## config.mk

```make
export PLATFORM = sky130hd
export DESIGN_NAME = region_address_translator
export DESIGN_NICKNAME = d
export VERILOG_FILES = /design/src/rtl/core/rat_pkg.sv /design/src/rtl/core/rat_table.sv /design/src/rtl/core/region_address_translator.sv
export SDC_FILE = /design/constraint.sdc
export NUM_CORES = 2
export LEC_CHECK = 0
export BUFFER_PORTS_ARGS = -buffer_cell sky130_fd_sc_hd__buf_2
export CAP_MARGIN = 20
export CORE_UTILIZATION = 35
export CTS_BUF_LIST = sky130_fd_sc_hd__clkbuf_8 sky130_fd_sc_hd__clkbuf_16
export CTS_CLUSTER_DIAMETER = 80
export DETAILED_ROUTE_END_ITERATION = 7
export SYNTH_ARGS = -nofsm -noshare
export SYNTH_HDL_FRONTEND = slang
export SYNTH_SLANG_ARGS = --single-unit
```

## constraint.sdc

```tcl
create_clock -name clk -period 12.7 [get_ports clk]
set_clock_uncertainty 0.1 [all_clocks]
set_input_delay 1.27 -clock clk [delete_from_list [all_inputs] [get_ports clk]]
set_output_delay 1.27 -clock clk [all_outputs]
set_load 0.01 [all_outputs]
```

## src/rtl/core/rat_pkg.sv

```systemverilog
package rat_pkg;

  localparam int REGION_SLOTS = 16;
  localparam int SLOT_W       = (REGION_SLOTS > 1) ? $clog2(REGION_SLOTS) : 1;
  localparam int ADDR_W       = 64;
  localparam int LEN_W        = 32;
  localparam int ENTRY_SLOT_W = 4;
  localparam int ACTION_W     = 2;

  typedef logic [SLOT_W-1:0] slot_idx_t;

  typedef enum logic [ACTION_W-1:0] {
    ACT_WRITE = 2'd0,
    ACT_V2P   = 2'd1,
    ACT_P2V   = 2'd2,
    ACT_NONE  = 2'd3
  } action_t;

  typedef enum logic [1:0] {
    ST_IDLE,
    ST_SCAN,
    ST_EMIT
  } state_t;

  typedef struct packed {
    logic [ADDR_W-1:0] virt_base;
    logic [ADDR_W-1:0] phys_base;
    logic [LEN_W-1:0]  length;
  } region_t;

  typedef struct packed {
    logic      en;
    slot_idx_t slot;
    region_t   region;
  } table_wr_t;

endpackage

```

## src/rtl/core/rat_table.sv

```systemverilog
module rat_table (
  input  logic               clk,
  input  logic               rst_n,
  input  rat_pkg::table_wr_t wr,
  input  rat_pkg::slot_idx_t rd_addr,
  output rat_pkg::region_t   rd_region
);
  import rat_pkg::*;

  region_t                 mem [REGION_SLOTS];
  logic [REGION_SLOTS-1:0] valid_r;
  region_t                 rd_data_r;
  logic                    rd_valid_r;

  // Slots never written since reset read back with zero length, so they never match.
  always_ff @(posedge clk) begin
    if (!rst_n) begin
      valid_r <= '0;
    end else if (wr.en) begin
      valid_r[wr.slot] <= 1'b1;
    end
  end

  always_ff @(posedge clk) begin
    if (wr.en) begin
      mem[wr.slot] <= wr.region;
    end
  end

  always_ff @(posedge clk) begin
    rd_data_r  <= mem[rd_addr];
    rd_valid_r <= valid_r[rd_addr];
  end

  always_comb begin
    rd_region = rd_data_r;
    if (!rd_valid_r) begin
      rd_region = '0;
    end
  end

endmodule

```

## src/rtl/core/region_address_translator.sv

```systemverilog
// Region address translator.
// Input channel (in_valid/in_ready): one beat is either a table write
// (in_action write) or a lookup (virtual to physical, or physical to virtual).
// A write gives no result; the unused action code is
// taken and dropped. A lookup reads the region table one slot per cycle from
// the single read port of the table memory, lowest slot first, and stops at
// the first slot whose range holds the address.
// Result channel (out_valid/out_ready): one beat per lookup, held in an output
// register. The lookup scans, then enters an emit state, and its result is
// loaded as it leaves that state; a miss has out_not_found set and a
// zero address and slot. in_ready is high only between lookups, so a lookup
// keeps the input side closed until its result is loaded, and a write does not.
// A waiting result does not hold off the next input beat; the next lookup
// scans and then waits in the emit state until the output register is free.
// Reset marks every table slot empty (zero length) and drops any pending
// result.
module region_address_translator (
  input  logic        clk,
  input  logic        rst_n,
  input  logic        in_valid,
  output logic        in_ready,
  input  logic [1:0]  in_action,
  input  logic [3:0]  in_entry_slot,
  input  logic [63:0] in_region_virtual_base,
  input  logic [63:0] in_region_physical_base,
  input  logic [31:0] in_region_length,
  input  logic [63:0] in_lookup_address,
  output logic        out_valid,
  input  logic        out_ready,
  output logic [63:0] out_translated_address,
  output logic        out_not_found,
  output logic [3:0]  out_matched_slot
);
  import rat_pkg::*;

  state_t            state_r, state_nxt;
  slot_idx_t         idx_r;
  logic              dir_v2p_r;
  logic [ADDR_W-1:0] addr_r;
  logic [ADDR_W-1:0] offset_r;
  logic [ADDR_W-1:0] other_r;
  logic              miss_r;
  logic [3:0]        hit_slot_r;

  logic              out_valid_r;
  logic [ADDR_W-1:0] out_addr_r;
  logic              out_miss_r;
  logic [3:0]        out_slot_r;

  action_t           action;
  logic              in_fire;
  logic              is_lookup;
  table_wr_t         tbl_wr;
  slot_idx_t         rd_addr;
  region_t           rd_region;

  logic [ADDR_W-1:0] base;
  logic [ADDR_W-1:0] other;
  logic [ADDR_W-1:0] diff;
  logic              hit;
  logic              last;
  logic              out_free;
  logic [31:0]       idx_wide;

  rat_table u_table (
    .clk       (clk),
    .rst_n     (rst_n),
    .wr        (tbl_wr),
    .rd_addr   (rd_addr),
    .rd_region (rd_region)
  );

  assign action   = action_t'(in_action);
  assign in_fire  = in_valid && in_ready;
  assign out_free = !out_valid_r || out_ready;
  assign last     = (idx_r == slot_idx_t'(REGION_SLOTS - 1));
  assign idx_wide = 32'(idx_r);

  always_comb begin
    unique case (action)
      ACT_V2P, ACT_P2V: is_lookup = 1'b1;
      ACT_WRITE, ACT_NONE: is_lookup = 1'b0;
      default: is_lookup = 1'b0;
    endcase
  end

  // Compare against the slot read in the previous cycle.
  always_comb begin
    base  = dir_v2p_r ? rd_region.virt_base : rd_region.phys_base;
    other = dir_v2p_r ? rd_region.phys_base : rd_region.virt_base;
    diff  = addr_r - base;
    hit   = (addr_r >= base) && (diff < {32'b0, rd_region.length});
  end

  always_comb begin
    state_nxt = state_r;
    unique case (state_r)
      ST_IDLE: begin
        if (in_fire && is_lookup) begin
          state_nxt = ST_SCAN;
        end
      end
      ST_SCAN: begin
        if (hit || last) begin
          state_nxt = ST_EMIT;
        end
      end
      ST_EMIT: begin
        if (out_free) begin
          state_nxt = ST_IDLE;
        end
      end
      default: state_nxt = ST_IDLE;
    endcase
  end

  always_comb begin
    in_ready = 1'b0;
    rd_addr  = '0;
    tbl_wr   = '0;
    unique case (state_r)
      ST_IDLE: begin
        in_ready          = 1'b1;
        tbl_wr.en         = in_fire && (action == ACT_WRITE) &&
                            (32'(in_entry_slot) < REGION_SLOTS);
        tbl_wr.slot       = slot_idx_t'(in_entry_slot);
        tbl_wr.region     = '{virt_base: in_region_virtual_base,
                              phys_base: in_region_physical_base,
                              length:    in_region_length};
      end
      ST_SCAN: begin
        if (!last) begin
          rd_addr = idx_r + slot_idx_t'(1);
        end
      end
      ST_EMIT: begin
        rd_addr = '0;
      end
      default: rd_addr = '0;
    endcase
  end

  always_ff @(posedge clk) begin
    if (!rst_n) begin
      state_r <= ST_IDLE;
      idx_r   <= '0;
    end else begin
      state_r <= state_nxt;
      if (state_r == ST_IDLE) begin
        idx_r <= '0;
      end else if (state_r == ST_SCAN && !hit && !last) begin
        idx_r <= idx_r + slot_idx_t'(1);
      end
    end
  end

  always_ff @(posedge clk) begin
    if (state_r == ST_IDLE && in_fire) begin
      addr_r    <= in_lookup_address;
      dir_v2p_r <= (action == ACT_V2P);
    end
    if (state_r == ST_SCAN) begin
      if (hit) begin
        offset_r   <= diff;
        other_r    <= other;
        miss_r     <= 1'b0;
        hit_slot_r <= idx_wide[3:0];
      end else if (last) begin
        offset_r   <= '0;
        other_r    <= '0;
        miss_r     <= 1'b1;
        hit_slot_r <= '0;
      end
    end
  end

  always_ff @(posedge clk) begin
    if (!rst_n) begin
      out_valid_r <= 1'b0;
    end else if (state_r == ST_EMIT && out_free) begin
      out_valid_r <= 1'b1;
    end else if (out_ready) begin
      out_valid_r <= 1'b0;
    end
  end

  always_ff @(posedge clk) begin
    if (state_r == ST_EMIT && out_free) begin
      out_addr_r <= other_r + offset_r;
      out_miss_r <= miss_r;
      out_slot_r <= hit_slot_r;
    end
  end

  assign out_valid              = out_valid_r;
  assign out_translated_address = out_addr_r;
  assign out_not_found          = out_miss_r;
  assign out_matched_slot       = out_slot_r;

endmodule

```

## Yosys cells after proc, flatten, opt, wreduce, memory -nomap -nowiden

Memories as Yosys holds them, arrays and structs flattened. A register that Yosys moved wholly into a read port is not among the register bits.
Cells that the tools add are included.
Widths: inputs -> output; s select.

| operators by class | value |
|---|---|
| add/sub/neg operators | 3 |
| multiply operators | 0 |
| divide/modulo/power cells | 0 |
| $lt $le $gt $ge | 5 |
| equality and inequality tests | 9 |
| shift operators | 0 |
| multiplexer cells | 26 |
| bitwise operators | 2 |
| reductions and logical operators | 23 |

Operators with widths:

| kind | number |
|---|---|
| $mux 64 | 5 |
| $mux 165 | 1 |
| $mux 160 | 1 |
| $add 64x64->64 | 1 |
| $ge 64x64->1 | 1 |
| $lt 64x32->1 | 1 |
| $sub 64x64->64 | 1 |
| $mux 4 | 4 |
| $or 16x16->16 | 1 |
| $lt 4x5->1 const B | 2 |
| $logic_and 1x1->1 | 9 |
| $mux 1 | 8 |
| $eq 2x2->1 const B | 3 |
| $mux 2 | 3 |
| $ne 2x2->1 const B | 3 |
| $pmux 2 s3 | 1 |
| $reduce_or 2->1 | 3 |
| $add 4x1->4 const B | 1 |
| $bmux 1 s4 | 1 |
| $demux 1 s4 | 1 |
| $eq 2x1->1 const B | 2 |
| $eq 4x4->1 const B | 1 |
| $ge 4x1->1 const B | 1 |
| $logic_not 2->1 | 2 |
| other kinds (7) | 11 |

| word-level totals | value |
|---|---|
| register bits | 291 |
| latch bits | 0 |
| bits in writable memories | 2560 |
| ROM bits | 0 |
| input bits | 234 |
| output and inout port bits | 71 |
| word-level logic and storage cells | 83 |
| memories kept | 1 |

Memory list:

| name | words | width | read ports | clocked after memory_dff | write ports | RTL line | RTL |
|---|---|---|---|---|---|---|---|
| u_table.mem | 16 | 160 | 1 | 1 | 1 | rat_table.sv:10 | `region_t mem [REGION_SLOTS];` |

## Depth between registers and ports, before layout

| logic depth | value |
|---|---|
| word-level depth | 10 |
| depth in mapped cells | 30 |
| mapped depth without buffers | 29 |

## Hierarchy

A second synthesis with hierarchy kept.

| second synthesis, totals | value |
|---|---|
| cell total of the unflattened synthesis | 6450 |
| area total of the unflattened synthesis | 120703.3 um^2 |

By module, submodules not included:

| module | times used | cells an instance | area each (um^2) |
|---|---|---|---|
| rat_table | 1 | 4442 | 100878.0 |
| region_address_translator | 1 | 2008 | 19825.3 |

## Worst setup path after synthesis

Ideal clock, no wire load.

| timing | value |
|---|---|
| kind | input to register |
| start | in in_valid |
| end | mem u_table.mem[12][0] (netlist bit) (enable) |
| setup time | 684 ps |
| arrival time | 10223 ps |
| data required time | 11916 ps |
| setup slack | 1693 ps |
| cell stages on the path | 4 |
| path buffers | 0 |
| path through | and2_1 -> nand2_1 -> or3_1 -> nor2_1 |

| on the way | value |
|---|---|
| word-level cells in the longest chain between the ends | 5 |

Ends and longest elaborated chain:

| item | RTL line | RTL |
|---|---|---|
| start, declared | region_address_translator.sv:20 | `input logic in_valid,` |
| $logic_and 1x1->1 | region_address_translator.sv:74 | `assign in_fire = in_valid && in_ready;` |
| $logic_and 1x1->1 | region_address_translator.sv:124 | `tbl_wr.en = in_fire && (action == ACT_WRITE) &&` |
| $mux 165 | region_address_translator.sv:121 | `unique case (state_r)` |
| $mux 1 | rat_table.sv:25 | `if (wr.en) begin` |
| $mux 1 (implied by the code) | rat_table.sv:26 | `mem[wr.slot] <= wr.region;` |
| end, declared | rat_table.sv:10 |  |

No other way between the ends.

## Worst setup path after layout

| timing | value |
|---|---|
| start | reg dir_v2p_r |
| end | reg other_r[9] (enable) |

| on the way | value |
|---|---|
| word-level cells in the longest chain between the ends | 6 |
| elaborated cells on any way between the ends | 7 |
| classes of those cells | add/sub (1); order compare (2); mux (1); reduce/logical (3) |

Ends and longest elaborated chain:

| item | RTL line | RTL |
|---|---|---|
| start, declared | region_address_translator.sv:38 | `logic dir_v2p_r;` |
| start signal, assigned | region_address_translator.sv:160 | `dir_v2p_r <= (action == ACT_V2P);` |
| $mux 64 | region_address_translator.sv:89 | `base = dir_v2p_r ? rd_region.virt_base : rd_region.phys_base;` |
| $sub 64x64->64 | region_address_translator.sv:91 | `diff = addr_r - base;` |
| via diff[29] | region_address_translator.sv:59 | `logic [ADDR_W-1:0] diff;` |
| $lt 64x32->1 | region_address_translator.sv:92 | `hit = (addr_r >= base) && (diff < {32'b0, rd_region.length});` |
| $logic_and 1x1->1 | region_address_translator.sv:92 |  |
| $reduce_bool 2->1 (no line) | -- |  |
| $reduce_and 2->1 (no line) | -- |  |
| end signal, assigned | region_address_translator.sv:165 | `other_r <= other;` |
| end, declared | region_address_translator.sv:41 | `logic [ADDR_W-1:0] other_r;` |

The timed path passes the listed nets, and every way through them passes these cells.
A chain may end at the register's enable or synchronous reset.

==> impl_metrics.tcl <==
set metrics [dict create \
    cap_violations 0 \
    cp_data_required_time_ns 13.15 \
    synth_edf_count 2827 \
    wl_mm 367 \
    die_area_um2 354000 \
    cp_slowest_stage_delay_ns 0.59 \
    avgViaCountPerCell 5.56 \
    cp-start-kind "register" \
    wl_per_cell_um 29.5 \
    clock-sinks 3011 \
    crit_top_cell "o21ai_0" \
    path_max_fanout 132 \
    cts_tree "done" \
    slowest_stage "and4_4" \
    syn_area_per_cell_um2 17.0 \
    synth_cell_types 93 \
    setup_viol_count_final 0 \
    pwr-share-clk_pct 42.7 \
    ys_seq_area_share_pct 71.9 \
    cp.arrival_ns 9.19 \
    tightestPinTransition_ns 1.22 \
    period_share_pct 68.8 \
    seqPwrFrac_pct 51.8 \
    root_buffer "clkbuf_16" \
    grt_pass1_vias 68100 \
    syn-cell-area_um2 123000 \
    ys_warn_count 0 \
    core_area_um2 350000 \
    cts_buffer_depth 4 \
    stdcell_count 12400 \
    power_frac_comb_pct 5.5 \
    htreeDepth 5 \
    hold_buffers 0 \
    hold_viol_final 0 \
    relSlewSlack_pct 18.2 \
    fin_crit_ns 8.74 \
    clk_latency_ns 0.92 \
    io_buffer_count 304 \
    grt_max_degree 213 \
    ys_seq_elements 3011 \
    place_inst 11800 \
    gp_congestion 0.904 \
    async_reset_ff_share_pct 0 \
    p_sw_share_pct 22.4 \
    cts_buffers 318 \
    p_leak_uw 0.0439 \
    ant_nets 0 \
    grt_setup_unrepaired "false" \
    grt_pass1_wl_mm 514 \
    first_pass_iters 6 \
    drive_gt1_share_pct 19.2 \
    p_int_uw 16600 \
    fp.dieW_um 595 \
    fin_hold_ws_ns 0.336 \
    fin_nets 7951 \
    vias 69100 \
    min_path_type "register to register" \
    ioPinCount 305 \
    placementRows 217 \
    tns_ns 0 \
    pwr_density_cell_nw_per_um2 152 \
    critPathCaptureType "register" \
    drt_iter0_markers 7489 \
    start_util_pct 35.2 \
    post-cts-setup-buffers 0 \
    die_h_um 595 \
    antenna_found_initial 74 \
    cts_resized 0 \
    syn_inst 7250 \
    ir_drop_uv 97.6 \
    clk_pin_slew_ns 0.06 \
    maxSlewViolCount 0 \
    hpwl_mm 217 \
    path_class "register to register" \
    gr-usage-all-layers_pct 20.2 \
    status "finished, final reports clean" \
    drcViolationCount 0 \
    yosys_most_used_dff "edfxtp_1" \
    p_switching_uw 4780 \
    fmax_mhz 114 \
    areaGrowthSynthToFinish_pct 14.0 \
    grt_overflow 0 \
]
## per-stage QoR
| stage | total power [µW] | util (%) | setup WS, ns | instance area (µm²) |
|---|---|---|---|---|
| after floorplan | 12000 | - | 1.69 | 123000 |
| after global placement | 12400 | 37.2 | 3.99 | 130000 |
| after detailed placement | 12500 | 37.2 | 4.04 | 130000 |
| after CTS | 21500 | 40.1 | 4.02 | 140000 |
| after global routing | 22000 | 40.1 | 3.36 | 140000 |
| final | 21400 | 40.1 | 3.96 | 140000 |
## worst max-delay path: cells and delay by family (launching register included)
kind	cells	cell delay (ns)
AO/OA/AOI/OAI	10	2.72
buffers and inverters	3	1.04
XOR/XNOR	1	0.22
multiplexers	1	0.27
flip-flops	1	0.37
adder cells (fa/ha/maj)	2	0.65
AND/OR/NAND/NOR	12	2.77
## layout by cell type (no fill, tap or decap), types with 52 or more instances in the layout
cell type / count
ha_1: 161
nor2_1: 106
a31oi_1: 52
inv_1: 106
dfxtp_1: 182
mux2i_1: 254
a221oi_1: 89
mux2_2: 65
o21a_1: 54
a211oi_1: 96
mux4_2: 443
clkinv_1: 56
buf_2: 304
clkbuf_16: 322
and2_1: 202
edfxtp_1: 2827
xnor2_1: 64
nor2_4: 78
nand4_1: 54
a21oi_1: 280
or3_1: 367
o21ai_0: 402
nand2_1: 345
buf_4: 91
o211ai_1: 218
## final timing paths
kind	slack, ns	start	end	cells past startpoint
max reg2reg	3.96	dir_v2p_r$_DFFE_PP_	other_r[9]$_SDFFCE_PN0P_	29
min reg2reg	0.34	hit_slot_r[3]$_SDFFCE_PN0P_	out_matched_slot[3]$_DFFE_PP_	0
min	0.34	hit_slot_r[3]$_SDFFCE_PN0P_	out_matched_slot[3]$_DFFE_PP_	0
max	3.96	dir_v2p_r$_DFFE_PP_	other_r[9]$_SDFFCE_PN0P_	29
## synth_stat cells, drive strengths merged, types with 50 or more instances
master	count	area, µm²
mux4	443	9980
nor2	184	1140
o211ai	218	1640
or3	368	2310
nand4	55	350
xnor2	64	561
clkbuf	356	1340
mux2	65	732
mux2i	254	2540
ha	161	2010
o21ai	404	2020
dfxtp	184	3680
a21oi	281	1410
nand2	350	1330
and2	204	1280
buf	111	579
a211oi	97	733
a221oi	89	780
edfxtp	2827	84900
a21o	50	375
o21a	54	405
a31oi	53	332
## kinds of logic (layout without fill, tap and decap cells)
kind of cell | after synthesis | in the layout | share of synthesized area, %
AO/OA/AOI/OAI | 1379 | 1379 | 7.16
flip-flops | 3011 | 3011 | 71.9
other | 1 | 48 | 0.00305
XOR/XNOR | 101 | 101 | 0.719
buffers and inverters | 506 | 1038 | 1.68
adder cells (fa/ha/maj) | 163 | 163 | 1.67
AND/OR/NAND/NOR | 1327 | 1327 | 6.06
multiplexers | 762 | 762 | 10.8
## power by group through the flow
stage / Clock (µW) / Sequential (µW) / Combinational, µW
after floorplan: 0 / 11200 / 703
after global placement: 0 / 11300 / 1160
after detailed placement: 0 / 11300 / 1180
after CTS: 9250 / 11100 / 1180
after global routing: 9650 / 11100 / 1260
final: 9110 / 11100 / 1190
## per-layer routing
| layer | vias up | share of wire, % | GRT usage (%) | routed length, µm |
|---|---|---|---|---|
| li1 | 29700 | - | - | - |
| met1 | 36200 | 43 | 28.0 | 158000 |
| met2 | 2669 | 47 | 32.5 | 172000 |
| met3 | 471 | 6.6 | 3.15 | 24200 |
| met4 | 34 | 3.4 | 6.70 | 12500 |
| met5 | - | 0.059 | 0 | 215 |
## sequential cells by signal (all words and copies together), names as in the netlist, 4 cells and up
name                    flops
u_table.mem              2560
offset_r                   64
u_table.rd_data_r         160
other_r                    64
out_matched_slot            4
u_table.valid_r            16
hit_slot_r                  4
addr_r                     64
out_translated_address     64
idx_r                       4
## cell type report
cell class / instances / area, µm²
antenna: 16 / 40.0
clock buffer: 335 / 8240
clock inverter: 244 / 2060
fill: 31300 / 209000
inverter: 39 / 166
multi-input combinational: 3764 / 32800
sequential: 3011 / 88600
tap: 4599 / 5750
timing repair buffer: 420 / 2690
Note: power is estimated with default switching activity, not from simulation.
